**src/design/rnsm_pkg.sv**
```systemverilog
`default_nettype none
// ----------------------------------------------------------------------------
// rnsm_pkg
// Shared types, constants and helpers of the rotation source address map.
// ----------------------------------------------------------------------------
package rnsm_pkg;

  localparam int MAX_DIM       = 4096;
  localparam int FRACTION_BITS = 10;

  localparam int CoordW  = 12;
  localparam int DimW    = 13;
  localparam int TrigW   = 12;
  localparam int PitchW  = 15;
  localparam int OffsetW = 26;
  localparam int CfgIdxW = 3;
  localparam int CfgW    = 15;

  localparam int DeltaW  = CoordW + 1;
  localparam int ProdW   = DeltaW + TrigW;
  localparam int SumW    = ProdW + 1;
  localparam int RotW    = SumW - FRACTION_BITS;

  typedef enum logic [CfgIdxW-1:0] {
    REG_SINE          = 3'd0,
    REG_COSINE        = 3'd1,
    REG_SOURCE_WIDTH  = 3'd2,
    REG_SOURCE_HEIGHT = 3'd3,
    REG_DEST_WIDTH    = 3'd4,
    REG_DEST_HEIGHT   = 3'd5,
    REG_SOURCE_PITCH  = 3'd6,
    REG_UNUSED        = 3'd7
  } cfg_reg_e;

  typedef struct packed {
    logic [CoordW-1:0] dest_col;
    logic [CoordW-1:0] dest_row;
  } in_beat_t;

  typedef struct packed {
    logic [CoordW-1:0]  src_col;
    logic [CoordW-1:0]  src_row;
    logic               inside_res;
    logic [OffsetW-1:0] src_byte_offset;
  } out_beat_t;

  typedef struct packed {
    logic signed [TrigW-1:0] sine;
    logic signed [TrigW-1:0] cosine;
    logic [CoordW-1:0]       src_half_w;
    logic [CoordW-1:0]       src_half_h;
    logic [CoordW-1:0]       dst_half_w;
    logic [CoordW-1:0]       dst_half_h;
    logic [PitchW-1:0]       pitch;
  } cfg_t;

  function automatic logic [CoordW-1:0] dim_half(input logic [DimW-1:0] v);
    logic [CoordW-1:0] h;
    if (int'(v) > MAX_DIM) begin
      h = CoordW'(MAX_DIM / 2);
    end else begin
      h = v[DimW-1:1];
    end
    return h;
  endfunction

endpackage
`default_nettype wire

```
**src/design/rotate_nearest_source_map.sv**
```systemverilog
`default_nettype none
// ----------------------------------------------------------------------------
// rotate_nearest_source_map
// Inverse-mapping source address generator for nearest-neighbor rotation.
// ----------------------------------------------------------------------------
// Usage:
//   Input channel: drive start_i with a destination pixel on in_i; the beat is
//   taken on any edge where start_i is high and busy_o is low. busy_o is
//   never raised, so a new pixel can enter every cycle.
//   Result channel: res_valid_o strobes for one cycle with the source pixel,
//   inside flag and byte offset on res_o. Outside points read as all zero.
//   Throughput is one pixel per clock, set by a five-stage pipeline:
//   centering, four parallel multipliers, rotated sums, scale and bounds
//   test, then the row-times-pitch multiplier.
//   The receiver cannot stall; results appear in input order.
//   Configuration: cfg_we_i writes cfg_data_i to the register at cfg_idx_i;
//   write only while no pixel is in flight.
//   Reset: asynchronous, clears the pipeline valid bits and loads the
//   default registers (no rotation, 640 by 480, pitch 2560).
// ----------------------------------------------------------------------------
module rotate_nearest_source_map (
  input  wire logic                          clk_i,
  input  wire logic                          rst_ni,
  input  wire logic                          start_i,
  input  wire rnsm_pkg::in_beat_t            in_i,
  output logic                               busy_o,
  output logic                               res_valid_o,
  output rnsm_pkg::out_beat_t                res_o,
  input  wire logic                          cfg_we_i,
  input  wire logic [rnsm_pkg::CfgIdxW-1:0]  cfg_idx_i,
  input  wire logic [rnsm_pkg::CfgW-1:0]     cfg_data_i
);

  rnsm_pkg::cfg_t                    cfg;
  logic                              accept;
  logic                              rot_valid;
  logic signed [rnsm_pkg::SumW-1:0]  rot_xs, rot_ys;

  assign busy_o = 1'b0;
  assign accept = start_i && !busy_o;

  rnsm_cfg u_cfg (
    .clk_i      (clk_i),
    .rst_ni     (rst_ni),
    .cfg_we_i   (cfg_we_i),
    .cfg_idx_i  (cfg_idx_i),
    .cfg_data_i (cfg_data_i),
    .cfg_o      (cfg)
  );

  rnsm_rotate u_rotate (
    .clk_i   (clk_i),
    .rst_ni  (rst_ni),
    .valid_i (accept),
    .beat_i  (in_i),
    .cfg_i   (cfg),
    .valid_o (rot_valid),
    .xs_o    (rot_xs),
    .ys_o    (rot_ys)
  );

  rnsm_map u_map (
    .clk_i   (clk_i),
    .rst_ni  (rst_ni),
    .valid_i (rot_valid),
    .xs_i    (rot_xs),
    .ys_i    (rot_ys),
    .cfg_i   (cfg),
    .valid_o (res_valid_o),
    .beat_o  (res_o)
  );

  // every accepted beat comes out as a result at the end of the pipeline
  a_latency: assert property (@(posedge clk_i) disable iff (!rst_ni)
    accept |-> ##5 res_valid_o)
    else $error("accepted beat did not produce a result");

  // no result without an accepted beat at the head of the pipeline
  a_no_spurious: assert property (@(posedge clk_i) disable iff (!rst_ni)
    res_valid_o |-> $past(accept, 5))
    else $error("result without an accepted beat");

  // outside points carry zero fields
  a_outside_zero: assert property (@(posedge clk_i) disable iff (!rst_ni)
    (res_valid_o && !res_o.inside_res) |->
      (res_o.src_col == '0 && res_o.src_row == '0 && res_o.src_byte_offset == '0))
    else $error("outside result has nonzero fields");

  // offset matches the reported coordinate
  a_offset: assert property (@(posedge clk_i) disable iff (!rst_ni)
    (res_valid_o && res_o.inside_res) |->
      (res_o.src_byte_offset == rnsm_pkg::OffsetW'(
        (rnsm_pkg::OffsetW'(res_o.src_row) * rnsm_pkg::OffsetW'(cfg.pitch)) +
        rnsm_pkg::OffsetW'({res_o.src_col, 2'b00}))))
    else $error("byte offset does not match coordinate");

endmodule
`default_nettype wire

```
**src/design/rnsm_cfg.sv**
```systemverilog
`default_nettype none
// ----------------------------------------------------------------------------
// rnsm_cfg
// Configuration register file with derived image centers.
// ----------------------------------------------------------------------------
module rnsm_cfg (
  input  wire logic                          clk_i,
  input  wire logic                          rst_ni,
  input  wire logic                          cfg_we_i,
  input  wire logic [rnsm_pkg::CfgIdxW-1:0]  cfg_idx_i,
  input  wire logic [rnsm_pkg::CfgW-1:0]     cfg_data_i,
  output rnsm_pkg::cfg_t                     cfg_o
);

  logic [rnsm_pkg::TrigW-1:0]  sine_q,  cosine_q;
  logic [rnsm_pkg::DimW-1:0]   src_w_q, src_h_q, dst_w_q, dst_h_q;
  logic [rnsm_pkg::PitchW-1:0] pitch_q;
  rnsm_pkg::cfg_reg_e          idx;

  assign idx = rnsm_pkg::cfg_reg_e'(cfg_idx_i);

  always_ff @(posedge clk_i or negedge rst_ni) begin
    if (!rst_ni) begin
      sine_q   <= '0;
      cosine_q <= rnsm_pkg::TrigW'(1024);
      src_w_q  <= rnsm_pkg::DimW'(640);
      src_h_q  <= rnsm_pkg::DimW'(480);
      dst_w_q  <= rnsm_pkg::DimW'(640);
      dst_h_q  <= rnsm_pkg::DimW'(480);
      pitch_q  <= rnsm_pkg::PitchW'(2560);
    end else if (cfg_we_i) begin
      case (idx)
        rnsm_pkg::REG_SINE:          sine_q   <= cfg_data_i[rnsm_pkg::TrigW-1:0];
        rnsm_pkg::REG_COSINE:        cosine_q <= cfg_data_i[rnsm_pkg::TrigW-1:0];
        rnsm_pkg::REG_SOURCE_WIDTH:  src_w_q  <= cfg_data_i[rnsm_pkg::DimW-1:0];
        rnsm_pkg::REG_SOURCE_HEIGHT: src_h_q  <= cfg_data_i[rnsm_pkg::DimW-1:0];
        rnsm_pkg::REG_DEST_WIDTH:    dst_w_q  <= cfg_data_i[rnsm_pkg::DimW-1:0];
        rnsm_pkg::REG_DEST_HEIGHT:   dst_h_q  <= cfg_data_i[rnsm_pkg::DimW-1:0];
        rnsm_pkg::REG_SOURCE_PITCH:  pitch_q  <= cfg_data_i[rnsm_pkg::PitchW-1:0];
        default: ;
      endcase
    end
  end

  always_comb begin
    cfg_o.sine       = $signed(sine_q);
    cfg_o.cosine     = $signed(cosine_q);
    cfg_o.src_half_w = rnsm_pkg::dim_half(src_w_q);
    cfg_o.src_half_h = rnsm_pkg::dim_half(src_h_q);
    cfg_o.dst_half_w = rnsm_pkg::dim_half(dst_w_q);
    cfg_o.dst_half_h = rnsm_pkg::dim_half(dst_h_q);
    cfg_o.pitch      = pitch_q;
  end

endmodule
`default_nettype wire

```
**src/design/rnsm_rotate.sv**
```systemverilog
`default_nettype none
// ----------------------------------------------------------------------------
// rnsm_rotate
// Three-stage centering and fixed-point rotation of a destination pixel.
// ----------------------------------------------------------------------------
module rnsm_rotate (
  input  wire logic                               clk_i,
  input  wire logic                               rst_ni,
  input  wire logic                               valid_i,
  input  wire rnsm_pkg::in_beat_t                 beat_i,
  input  wire rnsm_pkg::cfg_t                     cfg_i,
  output logic                                    valid_o,
  output logic signed [rnsm_pkg::SumW-1:0]        xs_o,
  output logic signed [rnsm_pkg::SumW-1:0]        ys_o
);

  localparam int DW = rnsm_pkg::DeltaW;
  localparam int PW = rnsm_pkg::ProdW;
  localparam int SW = rnsm_pkg::SumW;

  logic              v1_q, v2_q, v3_q;
  logic signed [DW-1:0] dx_d, dy_d, dx_q, dy_q;
  logic signed [PW-1:0] xc_d, ys_d, xsn_d, yc_d;
  logic signed [PW-1:0] xc_q, ysp_q, xsn_q, yc_q;
  logic signed [SW-1:0] sx_d, sy_d, sx_q, sy_q;

  // stage 1: center on destination
  assign dx_d = $signed({1'b0, beat_i.dest_col}) - $signed({1'b0, cfg_i.dst_half_w});
  assign dy_d = $signed({1'b0, beat_i.dest_row}) - $signed({1'b0, cfg_i.dst_half_h});

  // stage 2: four products
  assign xc_d  = dx_q * $signed(cfg_i.cosine);
  assign ys_d  = dy_q * $signed(cfg_i.sine);
  assign xsn_d = dx_q * $signed(cfg_i.sine);
  assign yc_d  = dy_q * $signed(cfg_i.cosine);

  // stage 3: rotated sums
  assign sx_d = SW'(xc_q) - SW'(ysp_q);
  assign sy_d = SW'(xsn_q) + SW'(yc_q);

  always_ff @(posedge clk_i or negedge rst_ni) begin
    if (!rst_ni) begin
      v1_q <= 1'b0;
      v2_q <= 1'b0;
      v3_q <= 1'b0;
    end else begin
      v1_q <= valid_i;
      v2_q <= v1_q;
      v3_q <= v2_q;
    end
  end

  always_ff @(posedge clk_i) begin
    dx_q  <= dx_d;
    dy_q  <= dy_d;
    xc_q  <= xc_d;
    ysp_q <= ys_d;
    xsn_q <= xsn_d;
    yc_q  <= yc_d;
    sx_q  <= sx_d;
    sy_q  <= sy_d;
  end

  assign valid_o = v3_q;
  assign xs_o    = sx_q;
  assign ys_o    = sy_q;

endmodule
`default_nettype wire

```
**src/design/rnsm_map.sv**
```systemverilog
`default_nettype none
// ----------------------------------------------------------------------------
// rnsm_map
// Scaling, bounds test and source byte offset, two register stages.
// ----------------------------------------------------------------------------
module rnsm_map (
  input  wire logic                           clk_i,
  input  wire logic                           rst_ni,
  input  wire logic                           valid_i,
  input  wire logic signed [rnsm_pkg::SumW-1:0] xs_i,
  input  wire logic signed [rnsm_pkg::SumW-1:0] ys_i,
  input  wire rnsm_pkg::cfg_t                 cfg_i,
  output logic                                valid_o,
  output rnsm_pkg::out_beat_t                 beat_o
);

  localparam int SW = rnsm_pkg::SumW;
  localparam int RW = rnsm_pkg::RotW;
  localparam int FB = rnsm_pkg::FRACTION_BITS;
  localparam int CW = rnsm_pkg::CoordW;
  localparam int OW = rnsm_pkg::OffsetW;
  localparam int MW = CW + rnsm_pkg::PitchW;

  logic signed [SW-1:0] xb, yb;
  logic signed [RW-1:0] xo, yo, xc, yc, xs_sum, ys_sum;
  logic                 inside_d, inside_q;
  logic [CW-1:0]        col_d, row_d, col_q, row_q;
  logic [MW-1:0]        offset_full;
  logic                 v4_q, v5_q;
  rnsm_pkg::out_beat_t  out_q;

  // truncate toward zero: bias negative sums before the shift
  assign xb = xs_i + $signed({{(SW-FB){1'b0}}, {FB{xs_i[SW-1]}}});
  assign yb = ys_i + $signed({{(SW-FB){1'b0}}, {FB{ys_i[SW-1]}}});
  assign xo = $signed(xb[SW-1:FB]);
  assign yo = $signed(yb[SW-1:FB]);
  assign xc = $signed({{(RW-CW){1'b0}}, cfg_i.src_half_w});
  assign yc = $signed({{(RW-CW){1'b0}}, cfg_i.src_half_h});

  assign xs_sum = xo + xc;
  assign ys_sum = yo + yc;

  assign inside_d = (xo >= -xc) && (xo < xc) && (yo >= -yc) && (yo < yc);
  assign col_d    = inside_d ? xs_sum[CW-1:0] : '0;
  assign row_d    = inside_d ? ys_sum[CW-1:0] : '0;

  assign offset_full = (MW'(row_q) * MW'(cfg_i.pitch)) + MW'({col_q, 2'b00});

  always_ff @(posedge clk_i or negedge rst_ni) begin
    if (!rst_ni) begin
      v4_q <= 1'b0;
      v5_q <= 1'b0;
    end else begin
      v4_q <= valid_i;
      v5_q <= v4_q;
    end
  end

  always_ff @(posedge clk_i) begin
    inside_q              <= inside_d;
    col_q                 <= col_d;
    row_q                 <= row_d;
    out_q.src_col         <= col_q;
    out_q.src_row         <= row_q;
    out_q.inside_res      <= inside_q;
    out_q.src_byte_offset <= offset_full[OW-1:0];
  end

  assign valid_o = v5_q;
  assign beat_o  = out_q;

endmodule
`default_nettype wire
```
**config.mk**
```make
export PLATFORM = sky130hd
export DESIGN_NAME = rotate_nearest_source_map
export DESIGN_NICKNAME = d
export VERILOG_FILES = /design/src/design/rnsm_pkg.sv /design/src/design/rotate_nearest_source_map.sv /design/src/design/rnsm_cfg.sv /design/src/design/rnsm_rotate.sv /design/src/design/rnsm_map.sv
export SDC_FILE = /design/constraint.sdc
export NUM_CORES = 2
export LEC_CHECK = 0
export ABC_AREA = 1
export BUFFER_PORTS_ARGS = -buffer_cell sky130_fd_sc_hd__buf_2
export CAP_MARGIN = 15
export CELL_PAD_IN_SITES_DETAIL_PLACEMENT = 1
export CELL_PAD_IN_SITES_GLOBAL_PLACEMENT = 2
export CORE_MARGIN = 10
export CORE_UTILIZATION = 39
export DETAILED_ROUTE_END_ITERATION = 6
export GPL_TIMING_DRIVEN = 1
export PLACE_DENSITY_LB_ADDON = 0.05
export REMOVE_ABC_BUFFERS = 1
export SLEW_MARGIN = 40
export SYNTH_ARGS = -nofsm -noshare
export SYNTH_HDL_FRONTEND = slang
export SYNTH_HIERARCHICAL = 1
export SYNTH_SLANG_ARGS = --single-unit
export TNS_END_PERCENT = 10
```
**constraint.sdc**
```tcl
create_clock -name clk_i -period 7.08 [get_ports clk_i]
set_input_delay 1.416 -clock clk_i [delete_from_list [all_inputs] [get_ports clk_i]]
set_output_delay 1.416 -clock clk_i [all_outputs]
set_load 0.03 [all_outputs]
```
# == Word-level counts from Yosys, hierarchy flattened ==
# Cells that the tools add are included.
# word_totals
input_bits,46
word_cells,72
reg_bits,350
out_inout_bits,53
# classes
reduce_logical,11
n_mul,5
magnitude_cmp,8
n_eq_ne,6
muxes,4
addsub,11
# op_table
op,count
multiplier 13 x 12 -> 25 bit,4
adder 26 x 11 -> 26 bit,2
"> comparator 13 bit, second input constant",4
2-to-1 mux 12 bit,4
greater-or-equal comparator 16 bit,2
less-than comparator 16 x 13 -> 1 bit,2
negation 12 -> 16 bit,2
adder 25 x 25 -> 26 bit,1
adder 26 x 14 -> 26 bit,1
multiplier 12 x 15 -> 26 bit,1
subtractor 12 x 12 -> 13 bit,2
subtractor 25 x 25 -> 26 bit,1
adder 12 bit,2
AND reduction 2 bit,7
"== test 3 bit, second input constant",3
"== test 3 x 2 -> 1 bit, second input constant",2
"== test 3 x 1 -> 1 bit, second input constant",1
logical AND 1 bit,3
logical NOT 3 bit,1

# == Depth between registers and ports, before layout ==
# depth
ltp_word,7
ltp_mapped,29
mapped_depth_nobuf,27

# == By module ==
# Netlist, hierarchy kept.
# by_module_without_submodules
mod,n_inst,cells_each,seq_area_each_um2,area_per_inst_um2
rnsm_rotate,1,4542,3638.5,33576.0
rnsm_map,1,1735,1571.5,12361.9
rnsm_cfg,1,462,2296.0,4085.2
rotate_nearest_source_map,1,2,0.0,11.3

# == Worst setup path before layout ==
# OpenSTA, ideal clock, no wires.
# synth_timing
path_type,register to register
start,reg u_cfg/pitch_q[9] (netlist bit)
end,"reg u_map.out_q, in the netlist u_map/beat_o[21]"
t_required_ns,6.953
setup_time_ns,0.127
stages_incl_launch_ff,19
path_buffers,1
slack_ns,2.188
t_arrival_ns,4.766
period_less_slack_ns,4.892
path_cell_list,dfstp_2 > clkbuf_1 > nand2_1 > fa_1 > fa_1 > inv_1 > fa_1 > fa_1 > inv_1 > fa_1 > inv_1 > ha_1 > nand2_1 > nand2_1 > a31oi_1 > nand3_1 > a21oi_1 > o21ai_0 > xor2_1
# synth_between
elab_chain_cells,2
# synth_rtl
element,line,text
from (decl),rnsm_cfg.sv:17,logic [rnsm_pkg::PitchW-1:0] pitch_q;
from (signal assigned),rnsm_cfg.sv:30,pitch_q <= rnsm_pkg::PitchW'(2560);
from (signal assigned),rnsm_cfg.sv:39,rnsm_pkg::REG_SOURCE_PITCH: pitch_q <= cfg_data_i[rnsm_pkg::PitchW-1:0];
multiplier 12 x 15 -> 26 bit,rnsm_map.sv:47,"assign offset_full = (MW'(row_q) * MW'(cfg_i.pitch)) + MW'({col_q, 2'b00});"
adder 26 x 14 -> 26 bit,rnsm_map.sv:47,
via u_map.offset_full[21],rnsm_map.sv:28,logic [MW-1:0] offset_full;
to (decl),rnsm_map.sv:30,rnsm_pkg::out_beat_t out_q;
# The timed path passes the listed nets, and every way through them passes these cells.
# A chain may end at the register's enable or synchronous reset.

# == Worst setup path in the final report ==
# layout_timing
start,reg u_cfg/cosine_q[3] (netlist bit)
end,reg u_rotate.xc_q[22]
# layout_between
elab_chain_cells,1
# layout_rtl
element,line,text
from (decl),rnsm_cfg.sv:15,"logic [rnsm_pkg::TrigW-1:0] sine_q, cosine_q;"
from (signal assigned),rnsm_cfg.sv:25,cosine_q <= rnsm_pkg::TrigW'(1024);
from (signal assigned),rnsm_cfg.sv:34,rnsm_pkg::REG_COSINE: cosine_q <= cfg_data_i[rnsm_pkg::TrigW-1:0];
multiplier 13 x 12 -> 25 bit,rnsm_rotate.sv:32,assign xc_d = dx_q * $signed(cfg_i.cosine);
via u_rotate.xc_d[22],rnsm_rotate.sv:23,"logic signed [PW-1:0] xc_d, ys_d, xsn_d, yc_d;"
to (signal assigned),rnsm_rotate.sv:56,xc_q <= xc_d;
to (decl),rnsm_rotate.sv:24,"logic signed [PW-1:0] xc_q, ysp_q, xsn_q, yc_q;"
# The timed path passes the listed nets, and every way through them passes these cells.

==> metrics.csv <==
stage,metric,value,unit
run_status,status,finished clean,
synthesis,seq_area_frac_synth,15.0,%
route,ant_nets,0,
final_layout,drive_gt1_share,5.58,%
floorplanning,die_h,378,µm
timing,setup_violations,0,
synthesis,synthesis.instances,6741,
final_layout,final-seq-area,7530,µm²
final_layout,antennaDiodeCount,0,
clock_network,cts_inserted_buffers,48,
timing,max_freq,178,MHz
synthesis,synth-seq-cells,350,
clock_network,cts_setup_buffers,0,
timing,fin_ws,1.45,ns
timing,rsz0062_at_grt,no,
grt,antenna_found_initial,7,
setup_path,critPathKind,reg2reg,
floorplanning,fp.dieW,378,µm
setup_path,crit_arrival,6.16,ns
timing,final-hold-violation-count,0,
route,routed.top_layer,met5,
timing,period_needed,5.63,ns
clock_network,cts.htree.levels,2,
floorplanning,io_pins,99,
timing,finalMaxSlewViolations,0,
clock_network,clk_latency,0.66,ns
setup_path,cp-end-kind,flop,
grt,grt_pass1_wl,251000,µm
route,drt-pass1-iter-count,5,
route,route.detailed.drc,0,
placement,dp_slack,1.47,ns
hold_path,hold_class,reg2reg,
grt,grt.overflow.total,0,
setup_path,required,7.61,ns
timing,tns,0,ns
synthesis,ys_warn_count,6,
timing,finClkSkew,0.0344,ns
timing,worstMarginPinSlew,0.863,ns
clock_network,cts_resized,0,
final_layout,area_growth,8.27,%
route,avgRoutedWirePerCell,18.4,µm
floorplanning,start_util,39.2,%
route,wl_met3,4970,µm
route,routed_wl,156000,µm
grt,grt.total_usage,22.2,%
final_layout,multi_input_area,35200,µm²
placement,globalplace.congestion,0.848,
route,num_vias,40900,
placement,io_buffers,97,
route,viasPerCell,4.83,
route,dr_wl_met2,72500,µm
setup_path,worstSetupStartpointType,flop,
route,first_iter_violations,1800,
timing,slew-limit-headroom,42.4,%
grt,grt_start_max_net_pins,69,
placement,dp_hpwl,131000,µm
clock_network,cts_hold_repair.buffers,0,
final_layout,n_fill_cell,15900,
final_layout,fin_nets,8000,
clock_network,cts_tree,done,
floorplanning,die_area,143000,µm²
clock_network,clockBufferDepth,3,
clock_network,cts_root_buf,clkbuf_16,
synthesis,synth.avg_cell_area,7.42,µm²
route,met1Wirelength,75300,µm
grt,grt_pass1_vias,44200,
synthesis,synth_area,50000,µm²
flow_run,max_cap_violations,0,
timing,timing.final.crit_share,79.5,%
final_layout,final_area,54200,µm²
floorplanning,fp-row-count,131,
clock_network,path_clk_slew,0.07,ns
clock_network,clock-sinks,350,
synthesis,yosysUniqueCellTypes,55,
placement,postPlaceCellArea,52300,µm²
setup_path,cp_max_fo,15,
floorplanning,core_area,128000,µm²
per-layer routing:
layer  global-route usage (%)  up-vias
met4                     4.14        2
li1                         -    19800
met1                     31.5    20500
met3                     2.13      144
met2                     36.9      502
met5                        0        -
Yosys cell counts, drive strengths merged:
cell type | number | area, µm²
nand2 | 1922 | 7290
inv | 1749 | 6570
fa | 740 | 14800
ha | 444 | 5560
nor2 | 377 | 1500
dfxtp | 254 | 5080
a21oi | 235 | 1180
nand3 | 225 | 1150
clkbuf | 162 | 621
o21ai | 143 | 836
xor2 | 125 | 1090
dfrtp | 81 | 2030
nand4 | 70 | 444
xnor2 | 43 | 377
nor3 | 31 | 188
o21bai | 21 | 158
nand3b | 18 | 135
buf | 17 | 144
dfstp | 15 | 394
nor4 | 12 | 75.1
and2 | 8 | 51.3
o21a | 8 | 60.1
a31oi | 7 | 43.8
a21o | 6 | 45.0
a21boi | 5 | 37.5
or2 | 5 | 31.3
a221oi | 4 | 35.0
a211oi | 3 | 22.5
and3 | 2 | 12.5
nor2b | 2 | 12.5
o31a | 2 | 17.5
a31o | 1 | 8.76
conb | 1 | 3.75
nor3b | 1 | 7.51
o2111ai | 1 | 8.76
o211ai | 1 | 7.51
cells by family after synthesis:
group,count (synthesis),synth area share [%]
AO/OA/AOI/OAI,437,4.92
XOR/XNOR,168,2.94
adder cells (fa/ha/maj),1184,40.7
buffers and inverters,1928,14.6
flip-flops,350,15.0
other,1,0.00749
AND/OR/NAND/NOR,2673,21.8
layout by cell type, fill, tap and decap left out, types with 27 or more instances in the layout:
cell type     n
nand2_1    1896
buf_2        96
nor3_1       27
nand3_1     220
nor2_1      357
dfxtp_1     240
a21oi_1     233
nand4_1      69
ha_1        444
buf_4        61
o21ai_2      32
fa_1        740
o21ai_0      89
xnor2_1      43
inv_1      1745
clkbuf_16    50
xor2_1      125
dfrtp_1      73
registers in the layout, indices dropped and copies added, names as in the netlist, 13 cells and up:
register and cells:
u_map/beat_o 51, u_rotate/xs_o 26, u_rotate/ys_o 26, u_rotate/xc_q 25, u_rotate/xsn_q 25, u_rotate/yc_q 25
u_rotate/ysp_q 25, u_cfg/pitch_q 15, u_cfg/dst_h_q 13, u_cfg/dst_w_q 13, u_cfg/src_h_q 13, u_cfg/src_w_q 13
u_rotate/dx_q 13, u_rotate/dy_q 13
per-stage QoR:
step,instances,util [%],hold slack [ns]
floorplan,6562,-,0.310
global placement,8382,41.0,0.311
detailed placement,8382,41.0,0.313
CTS,8471,42.5,0.325
global route,8471,42.5,0.327
finish,8471,42.5,0.325
final cells by class:
| type | instances | share of cell area, % |
|---|---|---|
| tap | 1662 | 3.84 |
| clock inverter | 32 | 0.968 |
| inverter | 1749 | 12.1 |
| timing repair buffer | 158 | 1.75 |
| multi-input combinational | 4463 | 65.0 |
| sequential | 350 | 13.9 |
| clock buffer | 57 | 2.43 |
worst paths after layout:
kind / slack, ns / to / cells after the start / from
max: 1.45 / u_rotate/xc_q[22]$_DFF_P_ / 18 / u_cfg/cosine_q[3]$_DFFE_PN0P_
min: 0.33 / u_map/beat_o[26]$_DFF_P_ / 0 / u_map/inside_q$_DFF_P_
max reg2reg: 1.45 / u_rotate/xc_q[22]$_DFF_P_ / 18 / u_cfg/cosine_q[3]$_DFFE_PN0P_
min reg2reg: 0.33 / u_map/beat_o[26]$_DFF_P_ / 0 / u_map/inside_q$_DFF_P_
max in group asynchronous: 5.31 / u_cfg/cosine_q[1]$_DFFE_PN0P_ / 2 / rst_ni
min in group asynchronous: 0.71 / u_cfg/pitch_q[12]$_DFFE_PN0P_ / 1 / rst_ni
worst max-delay path: stages (launching register included):
cell and delay [ns]:
dfrtp_1 0.82, buf_4 0.34, nand2_1 0.18, fa_1 0.58, inv_1 0.13, fa_1 0.62
inv_1 0.10, fa_1 0.49, inv_1 0.05, fa_1 0.49, fa_1 0.42, ha_1 0.39
nand2_1 0.13, nor2_1 0.21, inv_1 0.06, nor2_1 0.14, nand4_1 0.15, nand4_1 0.12
nand2_1 0.07
Power is left out: the tool's default activity adds up to more than one toggle a clock period on the data nets, which glitch-free logic cannot reach.
